===== src/sv/pfe_pkg.sv =====
// Shared types and constants of the palette fade engine.
`default_nettype none

package pfe_pkg;

  // Host action codes
  localparam logic [2:0] ACT_WR_CUR = 3'd0;
  localparam logic [2:0] ACT_WR_TGT = 3'd1;
  localparam logic [2:0] ACT_RD_CUR = 3'd2;
  localparam logic [2:0] ACT_START  = 3'd3;
  localparam logic [2:0] ACT_TICK   = 3'd4;

  // Fade kinds; zero means no fade running
  localparam logic [2:0] FADE_NONE = 3'd0;
  localparam logic [2:0] FADE_IN   = 3'd1;
  localparam logic [2:0] FADE_OUT  = 3'd2;
  localparam logic [2:0] FLASH_IN  = 3'd3;
  localparam logic [2:0] FLASH_OUT = 3'd4;

  // Channel step and flash level
  localparam logic [7:0] STEP  = 8'd32;
  localparam logic [7:0] WHITE = 8'd224;

  // Configuration register indexes
  localparam logic REG_SINGLE_BANK = 1'b0;

  typedef enum logic [2:0] {
    ST_IDLE,
    ST_EXEC,
    ST_CLEAR,
    ST_SCAN,
    ST_DRAIN,
    ST_FINISH
  } pfe_state_e;

  typedef enum logic [1:0] {
    SRC_HOST,
    SRC_ZERO,
    SRC_WHITE,
    SRC_STEP
  } pfe_src_e;

  // Commands from controller to datapath
  typedef struct packed {
    logic       rd_en;
    logic       cur_we;
    logic       tgt_we;
    pfe_src_e   wr_src;
    logic [2:0] mode;
    logic       res_load;
    logic       res_rdata;
    logic       res_done;
  } pfe_cmd_t;

endpackage

`default_nettype wire


===== src/sv/pfe_ctrl.sv =====
// Controller of the palette fade engine: item sequencing, fade state and entry scans.
`default_nettype none

module pfe_ctrl #(
  parameter int PALETTE_ENTRIES = 64,
  parameter int FADE_FRAMES     = 22
) (
  input  wire logic                                 clk_i,
  input  wire logic                                 rst_ni,
  input  wire logic                                 in_valid_i,
  output logic                                      in_ready_o,
  input  wire logic [2:0]                           action_i,
  input  wire logic                                 bank_i,
  input  wire logic [5:0]                           entry_i,
  input  wire logic [23:0]                          colour_i,
  input  wire logic [2:0]                           fade_kind_i,
  input  wire logic [5:0]                           first_entry_i,
  input  wire logic [5:0]                           last_offset_i,
  input  wire logic                                 single_bank_i,
  input  wire logic                                 out_free_i,
  output pfe_pkg::pfe_cmd_t                         cmd_o,
  output logic [$clog2(2*PALETTE_ENTRIES)-1:0]      rd_addr_o,
  output logic [$clog2(2*PALETTE_ENTRIES)-1:0]      wr_addr_o,
  output logic [23:0]                               colour_o
);

  localparam int IW = $clog2(PALETTE_ENTRIES);
  localparam int AW = $clog2(2 * PALETTE_ENTRIES);
  localparam int CW = ((IW > 7) ? IW : 7) + 1;
  localparam int FW = $clog2(FADE_FRAMES + 1);
  localparam logic [CW-1:0] LAST_C   = CW'(PALETTE_ENTRIES - 1);
  localparam logic [CW-1:0] DEPTH_C  = CW'(PALETTE_ENTRIES);
  localparam logic [FW-1:0] FRAMES_C = FW'(FADE_FRAMES);

  // Bank 1 sits above bank 0
  function automatic logic [AW-1:0] pal_addr(input logic b, input logic [IW-1:0] idx);
    pal_addr = b ? (AW'(PALETTE_ENTRIES) + AW'(idx)) : AW'(idx);
  endfunction

  pfe_pkg::pfe_state_e state_q, state_d;
  logic [2:0]          mode_q, mode_d;
  logic [FW-1:0]       frame_q, frame_d;
  logic [IW-1:0]       rfirst_q, rfirst_d;
  logic [IW-1:0]       rlast_q, rlast_d;
  logic                rempty_q, rempty_d;
  logic [IW-1:0]       cnt_q, cnt_d;
  logic                sbank_q, sbank_d;
  logic                pend_q, pend_d;
  logic [AW-1:0]       pend_addr_q, pend_addr_d;
  logic                done_q, done_d;

  // Latched item
  logic [2:0]  act_q;
  logic        bank_q;
  logic [5:0]  entry_q;
  logic [23:0] colour_q;
  logic [2:0]  kind_q;
  logic [5:0]  first_q;
  logic [5:0]  offs_q;

  logic          accept;
  logic [CW-1:0] entry_c, first_c, sum_c, lim_c;
  logic          entry_ok, kind_ok, mode_active, both_banks, cnt_end;
  logic [AW-1:0] host_addr, scan_addr;
  logic [FW-1:0] frame_inc;

  assign in_ready_o = (state_q == pfe_pkg::ST_IDLE);
  assign accept     = in_valid_i && in_ready_o;
  assign colour_o   = colour_q;

  assign entry_c     = CW'(entry_q);
  assign entry_ok    = entry_c < DEPTH_C;
  assign host_addr   = pal_addr(bank_q, entry_c[IW-1:0]);
  assign first_c     = CW'(first_q);
  assign sum_c       = first_c + CW'(offs_q);
  assign lim_c       = (sum_c > LAST_C) ? LAST_C : sum_c;
  assign kind_ok     = kind_q inside {pfe_pkg::FADE_IN, pfe_pkg::FADE_OUT,
                                      pfe_pkg::FLASH_IN, pfe_pkg::FLASH_OUT};
  assign mode_active = mode_q inside {pfe_pkg::FADE_IN, pfe_pkg::FADE_OUT,
                                      pfe_pkg::FLASH_IN, pfe_pkg::FLASH_OUT};
  assign both_banks  = !(((mode_q == pfe_pkg::FADE_IN) || (mode_q == pfe_pkg::FLASH_IN))
                         && single_bank_i);
  assign cnt_end     = (cnt_q == rlast_q);
  assign scan_addr   = pal_addr(sbank_q, cnt_q);
  assign frame_inc   = frame_q + FW'(1);

  // Next state
  always_comb begin
    state_d = state_q;
    case (state_q)
      pfe_pkg::ST_IDLE: begin
        if (accept) state_d = pfe_pkg::ST_EXEC;
      end
      pfe_pkg::ST_EXEC: begin
        state_d = pfe_pkg::ST_FINISH;
        if (act_q == pfe_pkg::ACT_START) begin
          if ((kind_q == pfe_pkg::FADE_IN && !(first_c > lim_c)) ||
              kind_q == pfe_pkg::FLASH_IN) begin
            state_d = pfe_pkg::ST_CLEAR;
          end
        end else if (act_q == pfe_pkg::ACT_TICK && mode_active) begin
          state_d = rempty_q ? pfe_pkg::ST_DRAIN : pfe_pkg::ST_SCAN;
        end
      end
      pfe_pkg::ST_CLEAR: begin
        if (cnt_end) state_d = pfe_pkg::ST_FINISH;
      end
      pfe_pkg::ST_SCAN: begin
        if (cnt_end && !(!sbank_q && both_banks)) state_d = pfe_pkg::ST_DRAIN;
      end
      pfe_pkg::ST_DRAIN: begin
        state_d = pfe_pkg::ST_FINISH;
      end
      pfe_pkg::ST_FINISH: begin
        if (out_free_i) state_d = pfe_pkg::ST_IDLE;
      end
      default: state_d = pfe_pkg::ST_IDLE;
    endcase
  end

  // Fade state, scan counter and write-back pipe
  always_comb begin
    mode_d      = mode_q;
    frame_d     = frame_q;
    rfirst_d    = rfirst_q;
    rlast_d     = rlast_q;
    rempty_d    = rempty_q;
    cnt_d       = cnt_q;
    sbank_d     = sbank_q;
    pend_d      = 1'b0;
    pend_addr_d = pend_addr_q;
    done_d      = done_q;
    case (state_q)
      pfe_pkg::ST_IDLE: begin
        if (accept) done_d = 1'b0;
      end
      pfe_pkg::ST_EXEC: begin
        if (act_q == pfe_pkg::ACT_START && kind_ok) begin
          mode_d  = kind_q;
          frame_d = '0;
          if (kind_q == pfe_pkg::FADE_IN) begin
            rfirst_d = first_c[IW-1:0];
            rlast_d  = lim_c[IW-1:0];
            rempty_d = first_c > lim_c;
            cnt_d    = first_c[IW-1:0];
          end else begin
            rfirst_d = '0;
            rlast_d  = LAST_C[IW-1:0];
            rempty_d = 1'b0;
            cnt_d    = '0;
          end
        end else if (act_q == pfe_pkg::ACT_TICK) begin
          if (!mode_active) begin
            done_d = 1'b1;
          end else begin
            cnt_d   = rfirst_q;
            sbank_d = 1'b0;
          end
        end
      end
      pfe_pkg::ST_CLEAR: begin
        if (!cnt_end) cnt_d = cnt_q + IW'(1);
      end
      pfe_pkg::ST_SCAN: begin
        pend_d      = 1'b1;
        pend_addr_d = scan_addr;
        if (cnt_end) begin
          if (!sbank_q && both_banks) begin
            sbank_d = 1'b1;
            cnt_d   = rfirst_q;
          end
        end else begin
          cnt_d = cnt_q + IW'(1);
        end
      end
      pfe_pkg::ST_DRAIN: begin
        if (frame_inc >= FRAMES_C) begin
          frame_d = '0;
          mode_d  = pfe_pkg::FADE_NONE;
          done_d  = 1'b1;
        end else begin
          frame_d = frame_inc;
        end
      end
      default: ;
    endcase
  end

  // Commands to the datapath
  always_comb begin
    cmd_o           = '0;
    cmd_o.wr_src    = pfe_pkg::SRC_HOST;
    cmd_o.mode      = mode_q;
    rd_addr_o       = host_addr;
    wr_addr_o       = host_addr;
    case (state_q)
      pfe_pkg::ST_EXEC: begin
        case (act_q)
          pfe_pkg::ACT_WR_CUR: cmd_o.cur_we = entry_ok;
          pfe_pkg::ACT_WR_TGT: cmd_o.tgt_we = entry_ok;
          pfe_pkg::ACT_RD_CUR: cmd_o.rd_en  = entry_ok;
          default: ;
        endcase
      end
      pfe_pkg::ST_CLEAR: begin
        cmd_o.cur_we = 1'b1;
        cmd_o.wr_src = (mode_q == pfe_pkg::FADE_IN) ? pfe_pkg::SRC_ZERO : pfe_pkg::SRC_WHITE;
        wr_addr_o    = pal_addr(1'b0, cnt_q);
      end
      pfe_pkg::ST_SCAN: begin
        cmd_o.rd_en  = 1'b1;
        rd_addr_o    = scan_addr;
        cmd_o.cur_we = pend_q;
        cmd_o.wr_src = pfe_pkg::SRC_STEP;
        wr_addr_o    = pend_addr_q;
      end
      pfe_pkg::ST_DRAIN: begin
        cmd_o.cur_we = pend_q;
        cmd_o.wr_src = pfe_pkg::SRC_STEP;
        wr_addr_o    = pend_addr_q;
      end
      pfe_pkg::ST_FINISH: begin
        cmd_o.res_load  = out_free_i;
        cmd_o.res_rdata = (act_q == pfe_pkg::ACT_RD_CUR) && entry_ok;
        cmd_o.res_done  = done_q;
      end
      default: ;
    endcase
  end

  // Control registers
  always_ff @(posedge clk_i or negedge rst_ni) begin
    if (!rst_ni) begin
      state_q  <= pfe_pkg::ST_IDLE;
      mode_q   <= pfe_pkg::FADE_NONE;
      frame_q  <= '0;
      rfirst_q <= '0;
      rlast_q  <= LAST_C[IW-1:0];
      rempty_q <= 1'b0;
      cnt_q    <= '0;
      sbank_q  <= 1'b0;
      pend_q   <= 1'b0;
      done_q   <= 1'b0;
    end else begin
      state_q  <= state_d;
      mode_q   <= mode_d;
      frame_q  <= frame_d;
      rfirst_q <= rfirst_d;
      rlast_q  <= rlast_d;
      rempty_q <= rempty_d;
      cnt_q    <= cnt_d;
      sbank_q  <= sbank_d;
      pend_q   <= pend_d;
      done_q   <= done_d;
    end
  end

  // Capture the accepted word and the write-back address
  always_ff @(posedge clk_i) begin
    pend_addr_q <= pend_addr_d;
    if (accept) begin
      act_q    <= action_i;
      bank_q   <= bank_i;
      entry_q  <= entry_i;
      colour_q <= colour_i;
      kind_q   <= fade_kind_i;
      first_q  <= first_entry_i;
      offs_q   <= last_offset_i;
    end
  end

endmodule

`default_nettype wire


===== config.mk =====
export PLATFORM = sky130hd
export DESIGN_NAME = pfe_ctrl
export DESIGN_NICKNAME = d
export VERILOG_FILES = /design/src/sv/pfe_pkg.sv /design/src/sv/pfe_ctrl.sv
export SDC_FILE = /design/constraint.sdc
export NUM_CORES = 1
export LEC_CHECK = 0
export BUFFER_PORTS_ARGS = -buffer_cell sky130_fd_sc_hd__buf_2
export CORE_ASPECT_RATIO = 1.2
export CORE_UTILIZATION = 54
export DETAILED_ROUTE_END_ITERATION = 6
export GPL_TIMING_DRIVEN = 0
export PLACE_DENSITY = 0.92
export REMOVE_ABC_BUFFERS = 1
export SKIP_CTS_REPAIR_TIMING = 1
export SLEW_MARGIN = 0
export SYNTH_ARGS = -nofsm -noshare
export SYNTH_HDL_FRONTEND = slang
export SYNTH_SLANG_ARGS = --single-unit

===== constraint.sdc =====
create_clock -name clk_i -period 3.8 [get_ports clk_i]
set_clock_uncertainty 0.05 [all_clocks]
set_input_delay 0.95 -clock clk_i [delete_from_list [all_inputs] [get_ports clk_i]]
set_output_delay 0.95 -clock clk_i [all_outputs]
set_load 0.01 [all_outputs]

==> results of run 1 <==
==> placed cells by master (no fill, tap or decap), types with 4 or more instances in the layout <==
cell / n
buf_2: 103
edfxtp_1: 56
nand2_1: 34
nor2_1: 31
a21oi_1: 31
o21ai_0: 28
dfrtp_1: 26
inv_1: 15
ha_1: 13
xnor2_1: 12
o22ai_1: 11
nand3_1: 9
o21ai_1: 9
clkbuf_8: 9
or3_1: 8
o22a_1: 7
nor3_1: 6
a31oi_1: 6
dfstp_2: 6
mux2_2: 5
a22o_1: 5
a21o_1: 4
and3_1: 4
xor2_1: 4
nor3b_1: 4
a211oi_1: 4
==> per-stage QoR <==
stage          area (µm²)  hold WS [ns]  worst slack, ns  util [%]
6_report             5220         0.463            0.221      66.9
5_1_grt              5220         0.495           0.0328      66.9
2_1_floorplan        4350         0.400            0.774         -
3_5_place_dp         5000         0.449           -0.273      64.2
3_3_place_gp         4980         0.421           -0.164      63.9
4_1_cts              5210         0.463           -0.649      66.8
==> flip-flops by register name, summed over array words and instances (netlist names), 3 cells and up <==
| register | count |
|---|---|
| mode_q | 3 |
| pend_addr_q | 7 |
| act_q | 3 |
| rfirst_q | 6 |
| rlast_q | 6 |
| state_q | 3 |
| entry_q | 6 |
| offs_q | 6 |
| frame_q | 5 |
| kind_q | 3 |
| first_q | 6 |
| cnt_q | 6 |
| colour_o | 24 |
==> layer usage <==
layer | GRT usage (%) | wire length (µm) | vias up
met4 | 11.9 | 167 | 0
met5 | 0 | 0 | -
met3 | 6.19 | 692 | 16
met2 | 44.5 | 5260 | 171
met1 | 26.8 | 3830 | 1672
li1 | - | - | 1694
==> cell families after synthesis <==
logic type | after synthesis | share of synthesized area [%]
AOI/OAI and AO/OA | 126 | 18.2
xor gates and xnor gates | 16 | 3.16
muxes | 8 | 1.95
and+or+nand+nor | 116 | 12.8
DFF | 89 | 56.8
adders and majority gates | 14 | 4.12
buffers and inverters | 33 | 2.99
==> tightest hold or removal path: stages (launching register included) <==
cell     delay, ns
dfrtp_1       0.36
nand2_1       0.05
o21ai_0       0.07
==> power by group through the flow <==
stage	clock network, mW	logic, mW	registers, mW
2_1_floorplan	0	0.822	1.50
3_3_place_gp	0	1.12	1.53
3_5_place_dp	0	1.19	1.54
4_1_cts	0.660	1.20	1.52
5_1_grt	0.699	1.33	1.56
6_report	0.650	1.21	1.53
==> synthesized netlist by cell type, types with 5 or more instances <==
master / instances / area (µm²)
edfxtp_1: 56 / 1680
nor3_1: 6 / 30.0
nor2_1: 32 / 120
buf_2: 6 / 30.0
nand2_1: 34 / 128
a21oi_1: 31 / 155
o21ai_1: 9 / 45.0
clkbuf_1: 9 / 33.8
o21ai_0: 28 / 140
a31oi_1: 6 / 37.5
o22a_1: 7 / 61.3
nand3_1: 9 / 45.0
a22o_1: 5 / 43.8
o22ai_1: 11 / 68.8
ha_1: 13 / 163
or3_1: 8 / 50.1
inv_1: 15 / 56.3
dfrtp_1: 27 / 676
dfstp_2: 6 / 158
mux2_2: 5 / 56.3
xnor2_1: 12 / 105
==> final cells by class <==
| cell class | instances | area [µm²] | share of cell area [%] |
|---|---|---|---|
| Sequential cell | 89 | 2520 | 48.2 |
| Tap cell | 92 | 115 | 2.21 |
| Inverter | 15 | 56.3 | 1.08 |
| Multi-Input combinational cell | 280 | 1790 | 34.3 |
| Clock buffer | 9 | 124 | 2.37 |
| Timing Repair Buffer | 104 | 536 | 10.3 |
| Clock inverter | 7 | 78.8 | 1.51 |
==> worst min path at each step <==
stage / slack, ns / endpoint / cells after the start
final: 0.46 / rfirst_q[0] / 2
after global routing: 0.49 / rlast_q[4] / 2
after CTS: 0.46 / rfirst_q[0] / 2
after detailed placement: 0.45 / rfirst_q[3] / 2
after global placement: 0.42 / rfirst_q[5] / 2
after floorplan: 0.40 / rfirst_q[5] / 2
==> metrics.txt, run 1 <==
CP bufs+invs 2; top_reg_cell synth edfxtp_1; crit path DAT 2.58 ns; Hold WC Path Type reg -> reg; Sink Count 89; Slew HR 20.6%; CTS tree done; antenna-violating nets left 0; fraction of layout cells with a size suffix above 1 ~28%; Final Non-Filler Cells approximately 600; Int Pwr 2.09 mW; Setup Viol. Count Final 0; Distinct cells, synth 58; Final #Nets 567; depth of the CTS H-tree 3; power density cells 649 nW/µm²; FF-to-FF path depth 14; Worst-Margin Slew between 1 and 1.5 ns; Max stage delay on crit path ~0.57 ns; worst skew pair latency 0.36 ns; drt wl/cell 16.7 µm; num rows 35; Initial Util 56.8%; DRT Pass-1 Iters 7; flop-to-flop setup slack roughly 0.51 ns; hold path startpoint rfirst_q[0]; Seq pwr share between 40% and 50%; final slew viol count 0; CP endpoint rd_addr_o[6]; RSZ-0062 raised after global routing false; Power Total 3.39 mW; Core Area 7790 µm²; FMAX 279 MHz; IO Count 104; GRT Residual Overflow 0; Critical-path top delay cell dfrtp_2; Psw 1.30 mW; Critical Path Sink Type output pin; first-pass GRT wire length 16300 µm; syn avg cell area 11.0 µm²; Critical R2R Capture state_q[2]; CP max FO 19; TNS Setup 0 ns; GP Congestion roughly 0.91; placed cells 580; DP HPWL about 7400 µm; Num CTS Buffers 9; GRT Util Overall 24.4%; reg2reg start first_q[0]; CTS root buffer clkbuf_8; Leak 2.14 nW; Async S/R FF share, synth 37.1%; CTS Buffer Depth 2; synthesized cell area 4430 µm²; synthesis-to-layout area growth 17.8%; Via density 5.96; Clock Pin Slew Worst Setup and Hold Paths 0.08 ns; input/output buffers 103; combinational share of power around 36%; initial antenna violation count 0; DRT iter0 DRCs 311; Critical Path RT around 2.8 ns; crit share post-route between 90% and 100%; Post-Syn Instances 402; n_diodes 0; Crit Path Class reg -> out; post-synthesis sequential area ratio 56.8%; Post-synth EDFFs 56; maxcap violations 0; Die X 84.7 µm; Die Height 101 µm; crit-path cells inv_1, nor2_4, nand2_1, mux2_2, buf_2; startpoint types flip-flop; synth warn 0; Layout fillers 607; total number of vias 3553; cell family with most CP delay simple AND/OR/NAND/NOR gates; Sw Share between 30% and 40%; critical path startpoint state_q[1]; number of global-route vias before repair roughly 3600; DIE AREA about 8600 µm²; Post-Route WL 9950 µm; Peak VDD IR 0.384 mV; post-layout min period 3.58 ns; status finished clean; DRC errors left 0; cell depth of the worst setup path 5; FF+latch count, synth a little under 90; largest net degree at the start of global routing 43; Clock power frac 19.2%; Final Hold Viols 0
No activity file was read; power rests on OpenSTA's default activity.
==> run 2, diff against run 1 <==
--- a/config.mk
+++ b/config.mk
@@ -11,6 +11,7 @@
 export DETAILED_ROUTE_END_ITERATION = 6
 export GPL_TIMING_DRIVEN = 0
 export PLACE_DENSITY = 0.92
+export RECOVER_POWER = 100
 export REMOVE_ABC_BUFFERS = 1
 export SKIP_CTS_REPAIR_TIMING = 1
 export SLEW_MARGIN = 0
==> run 2 against run 1 <==
  * First-iteration DRC count is 17% lower
  * The flow now finishes with violations (max-capacitance violations, max-slew violations)
  * Core utilization is 1.3 points lower
  * Combinational power is 5% lower
  * Critical path depth stayed put
  * Largest power group unchanged
  * Via count is 0.17% lower
  * Clock power hardly changed
  * Critical path type unchanged
  * Largest cell class unchanged
  * Sequential cell count stayed put
  * Non-clock buffer count stayed put
  * Worst hold slack better by 0.00089 ns
==> metrics.txt, run 2 (synthesized netlist as in run 1, its figures left out) <==
total number of vias 3547 (was 3553); final slew viol count 34 (was 0); most frequent cells in the layout edfxtp_1 (56), buf_2 (51), clkbuf_1 (51) (was buf_2 (103), edfxtp_1 (56), nand2_1 (34)); CTS root buffer clkbuf_8 (unchanged); RSZ-0062 raised after global routing false (unchanged); maxcap violations 1 (was 0); IO Count 104 (unchanged); CTS Buffer Depth 2 (unchanged); Initial Util 56.8% (unchanged); Critical-path top delay cell dfrtp_2 (unchanged); final cell utilization of the core 65.7% (was 66.9%); Crit Path Class reg -> out (unchanged); M2 GR Usage 44.5% (unchanged); Slew HR -17.1% (was 20.6%); GRT Residual Overflow 0 (unchanged); num rows 35 (unchanged); post-layout min period 3.58 ns (about the same); DRC errors left 0 (unchanged); Worst-Margin Slew 1.76 ns (was 1.19 ns); crit share post-route 94.2% (about the same); CTS tree done (unchanged); initial antenna violation count 0 (unchanged); worst skew pair latency 0.36 ns (about the same); Hold WC Path Type reg -> reg (unchanged); crit-path cells inv_1, nor2_4, nand2_1, mux2_2, clkbuf_2 (was inv_1, nor2_4, nand2_1, mux2_2, buf_2); Die Height 101 µm (unchanged); global-route met1 utilization 26.8% (unchanged); fraction of layout cells with a size suffix above 1 17.3% (was 28.4%); DIE AREA 8570 µm² (unchanged); Final Hold Viols 0 (unchanged); commonest non-fill, non-tap cell in the layout edfxtp_1 (was buf_2); drt wl/cell 16.7 µm (about the same); met3 GRT Util 6.19% (unchanged); largest net degree at the start of global routing 43 (unchanged); number of global-route vias before repair 3628 (unchanged); Setup Viol. Count Final 0 (unchanged); antenna-violating nets left 0 (unchanged); n_diodes 0 (unchanged); DP HPWL 7370 µm (unchanged); Num CTS Buffers 9 (unchanged); Sink Count 89 (unchanged); Final #Nets 567 (unchanged); FF-to-FF path depth 12 (was 14); Layout fillers 639 (was 607); max FFs per register 24 (unchanged); crit path DAT 2.58 ns (about the same); synthesis-to-layout area growth 15.5% (was 17.8%); Peak VDD IR 0.384 mV (about the same); Leak 1.97 nW (was 2.14 nW); startpoint types flip-flop (unchanged); depth of the CTS H-tree 3 (unchanged); input/output buffers 103 (unchanged); FMAX 279 MHz (about the same); Max stage delay on crit path 0.57 ns (about the same); Post-Route WL 9930 µm (was 9950 µm); cell family with most CP delay simple AND/OR/NAND/NOR gates (unchanged); Critical Path RT 2.80 ns (about the same); grt peak-use layer met2 (unchanged); flop-to-flop setup slack 0.33 ns (was 0.51 ns); CP bufs+invs 2 (unchanged); Power Total 3.33 mW (was 3.39 mW); Critical Path Sink Type output pin (unchanged); DRT Pass-1 Iters 6 (was 7); cell depth of the worst setup path 5 (unchanged); Hold Crit Depth 2 (unchanged); Core Area 7790 µm² (unchanged); failing checks max-capacitance violations, max-slew violations; first-pass GRT wire length 16300 µm (unchanged); Die X 84.7 µm (unchanged); DRT iter0 DRCs 258 (was 311); power density cells 651 nW/µm² (was 649 nW/µm²); worst hold slack 0.463 ns (about the same); Clock Pin Slew Worst Setup and Hold Paths 0.08 ns (about the same); Via density 5.95 (was 5.96); GRT Util Overall 24.4% (unchanged); CP max FO 19 (unchanged); GP Congestion 0.912 (unchanged); status finished with violations (was finished clean)
run 2: through the flow:
stage                     setup slack (ns)  setup TNS [ns]  cell area, µm²  std cells
after global routing                0.0420               0            5120        596
after detailed placement            -0.273           -1.76            5000        580
after CTS                           -0.649           -4.99            5210        596
final                                0.222               0            5120        596
after floorplan                      0.774               0            4350        384
after global placement              -0.164          -0.957            4980        579
run 2: layout make-up:
class	instances	area, µm²	area share, %
Sequential cell	89	2520	49.2
Multi-Input combinational cell	280	1770	34.6
Timing Repair Buffer	104	457	8.92
Clock buffer	9	124	2.42
Tap cell	92	115	2.25
Clock inverter	7	78.8	1.54
Inverter	15	56.3	1.10
run 2: final timing paths:
check / startpoint / endpoint
setup / recovery: state_q[1] / rd_addr_o[6]
max in group asynchronous: rst_ni / state_q[1]
min in group asynchronous: rst_ni / done_q
hold reg to reg: rfirst_q[0] / rfirst_q[0]
setup reg to reg: first_q[0] / state_q[2]
hold / removal: rfirst_q[0] / rfirst_q[0]
run 2: per-layer routing:
layer	vias up	routed length (µm)
li1	1697	-
met1	1664	3750
met2	164	5280
met3	22	707
met4	0	195
met5	-	0
run 2: where the power goes:
part | leakage (nW) | internal (mW) | switching, mW
clock network | 0.0921 | 0.308 | 0.342
logic | 0.946 | 0.454 | 0.693
registers | 0.935 | 1.28 | 0.256
total | 1.97 | 2.04 | 1.29
run 2: worst reg2reg max path, stage by stage (launching register included):
cell      delay, ns
edfxtp_1       0.48
ha_1           0.27
fa_1           0.43
a211oi_1       0.31
o21ai_1        0.26
nor2_1         0.23
ha_1           0.28
a21o_1         0.16
a21oi_1        0.23
o211ai_1       0.15
o311ai_1       0.20
o21a_1         0.21
o31ai_1        0.08
==> run 3, diff against run 2 <==
--- a/config.mk
+++ b/config.mk
@@ -6,8 +6,10 @@
 export NUM_CORES = 1
 export LEC_CHECK = 0
 export BUFFER_PORTS_ARGS = -buffer_cell sky130_fd_sc_hd__buf_2
+export CELL_PAD_IN_SITES_DETAIL_PLACEMENT = 0
+export CELL_PAD_IN_SITES_GLOBAL_PLACEMENT = 1
 export CORE_ASPECT_RATIO = 1.2
-export CORE_UTILIZATION = 54
+export CORE_UTILIZATION = 42
 export DETAILED_ROUTE_END_ITERATION = 6
 export GPL_TIMING_DRIVEN = 0
 export PLACE_DENSITY = 0.92
==> run 3 against run 2 <==
  * Clock power increased by 37%
  * Via count decreased by 1.7%
  * Final area increased by 3.1%
  * Sequential cell count unchanged
  * Combinational power about the same
  * Register-to-register slack improved by 0.13 ns
  * Global-route usage decreased by 5.7 points
  * Setup slack improved by 0.024 ns
  * Non-clock buffer count unchanged
  * Sequential share of layout area decreased by 1.5 points
  * The flow still finishes with violations (max-capacitance violations, max-slew violations)
  * Wire length decreased by 1.5%
==> metrics.txt, run 3 (synthesized netlist as in run 1, its figures left out) <==
IO Count 104 (unchanged); Setup Viol. Count Final 0 (unchanged); DRT iter0 DRCs 232 (was 258); commonest non-fill, non-tap cell in the layout edfxtp_1 (unchanged); final slew viol count 34 (unchanged); RSZ-0062 raised after global routing false (unchanged); Crit Path Class reg -> out (unchanged); max FFs per register 24 (unchanged); DRT Pass-1 Iters 6 (unchanged); Die X 95.7 µm (was 84.7 µm); Max stage delay on crit path 0.57 ns (about the same); startpoint types flip-flop (unchanged); Place WS -0.326 ns (was -0.273 ns); DRC errors left 0 (unchanged); input/output buffers 103 (unchanged); Critical-path top delay cell dfrtp_2 (unchanged); CTS Buffer Depth 2 (unchanged); worst skew pair latency 0.34 ns (was 0.36 ns); fin worst setup slack 0.246 ns (was 0.222 ns); Psw 1.32 mW (was 1.29 mW); Clock Pin Slew Worst Setup and Hold Paths 0.06 ns (was 0.08 ns); crit share post-route 93.5% (was 94.2%); Core Area 10100 µm² (was 7790 µm²); n_diodes 0 (unchanged); Slew HR -21.2% (was -17.1%); Seq pwr share 43.0% (was 46.1%); Die Height 114 µm (was 101 µm); crit path DAT 2.55 ns (was 2.58 ns); largest net degree at the start of global routing 43 (unchanged); Sink Count 89 (unchanged); failing checks max-capacitance violations, max-slew violations (unchanged); maxcap violations 1 (unchanged); number of global-route vias before repair 3314 (was 3628); synthesis-to-layout area growth 19.1% (was 15.5%); GP Congestion 0.868 (was 0.912); total number of vias 3485 (was 3547); num rows 40 (was 35); DP HPWL 7320 µm (was 7370 µm); Clock power frac 24.9% (was 19.5%); Num CTS Buffers 9 (unchanged); Final Non-Filler Cells 630 (was 596); antenna-violating nets left 0 (unchanged); status finished with violations (unchanged); depth of the CTS H-tree 3 (unchanged); Sw Share 36.9% (was 38.8%); combinational share of power 32.1% (was 34.4%); GRT Residual Overflow 0 (unchanged); Layout Cell Area excl Fill 5270 µm² (was 5120 µm²); Critical Path Sink Type output pin (unchanged); Critical Path RT 2.80 ns (about the same); post-layout min period 3.55 ns (was 3.58 ns); final cell utilization of the core 52.2% (was 65.7%); placed cells 614 (was 580); drt wl/cell 15.5 µm (was 16.7 µm); CTS root buffer clkbuf_16 (was clkbuf_8); most frequent cells in the layout edfxtp_1 (56), buf_2 (51), clkbuf_1 (51) (unchanged); Peak VDD IR 0.334 mV (was 0.384 mV); Initial Util 43.8% (was 56.8%); FMAX 281 MHz (was 279 MHz); Hold WC Path Type reg -> reg (unchanged); Via density 5.53 (was 5.95); CP max FO 19 (unchanged); crit-path cells inv_1, nor2_4, nand2_1, mux2_2, clkbuf_1 (was inv_1, nor2_4, nand2_1, mux2_2, clkbuf_2); initial antenna violation count 0 (unchanged); power density cells 678 nW/µm² (was 651 nW/µm²); CTS tree done (unchanged); DIE AREA 11000 µm² (was 8570 µm²); first-pass GRT wire length 15600 µm (was 16300 µm); Int Pwr 2.26 mW (was 2.04 mW); Worst-Margin Slew 1.82 ns (was 1.76 ns); fraction of layout cells with a size suffix above 1 17.5% (was 17.3%); Final #Nets 567 (unchanged); DP Area 5050 µm² (was 5000 µm²); Leak 2.03 nW (was 1.97 nW); Final Hold Viols 0 (unchanged); Post-Route WL 9780 µm (was 9930 µm); GRT Util Overall 18.8% (was 24.4%)
==> run 3: cell count changes in the layout (fill, tap and decap cells not counted), sizes merged <==
cell / before / now
clkinvlp: 3 / 0
clkinv: 2 / 5
==> run 3: power groups by stage <==
stage | Combinational, mW | Sequential, mW | Clock [mW]
3_3_place_gp | 1.14 | 1.54 | 0
6_report | 1.15 | 1.54 | 0.891
2_1_floorplan | 0.822 | 1.50 | 0
4_1_cts | 1.20 | 1.52 | 0.909
3_5_place_dp | 1.20 | 1.54 | 0
5_1_grt | 1.30 | 1.58 | 0.940
==> run 3: layout make-up <==
cell class              count  area [µm²]
clock buffers               9         225
repair buffers            104         457
fillers                   950        4840
inverters                  15        56.3
multi-input cells         280        1780
flip-flops and latches     89        2520
well taps                 126         158
clock inverters             7        80.1
==> run 3: final timing paths <==
path	depth (start not counted)	slack (ns)	start	end
min in group asynchronous	1	1.05	rst_ni	pend_q
setup / recovery	5	0.25	state_q[1]	rd_addr_o[4]
max in group asynchronous	1	1.48	rst_ni	state_q[1]
hold / removal	2	0.44	rfirst_q[5]	rfirst_q[5]
setup reg to reg	12	0.46	first_q[0]	state_q[0]
hold reg to reg	2	0.44	rfirst_q[5]	rfirst_q[5]
==> run 3: stage by stage <==
stage | power, mW | TNS, ns | hold WS, ns
6_report | 3.57 | 0 | 0.437
5_1_grt | 3.81 | 0 | 0.461
4_1_cts | 3.63 | -5.59 | 0.440
3_5_place_dp | 2.74 | -2.16 | 0.425
3_3_place_gp | 2.68 | -2.18 | 0.420
2_1_floorplan | 2.32 | 0 | 0.400
==> run 3: per-layer routing <==
metal / wire length (µm) / share of wire (%) / vias to the layer above / global-route usage (%)
met4: 226 / 2.3 / 0 / 8.56
met5: 0 / 0 / - / 0
met2: 4990 / 51 / 135 / 32.2
li1: - / - / 1700 / -
met1: 4000 / 41 / 1633 / 22.3
met3: 560 / 5.7 / 17 / 3.98
==> run 3: critical path, delay by kind of cell, from the launching register on <==
family        cells  cell delay, ns
mux               1            0.44
buf+inv           2            0.39
simple gates      2            0.81
flops             1            0.57
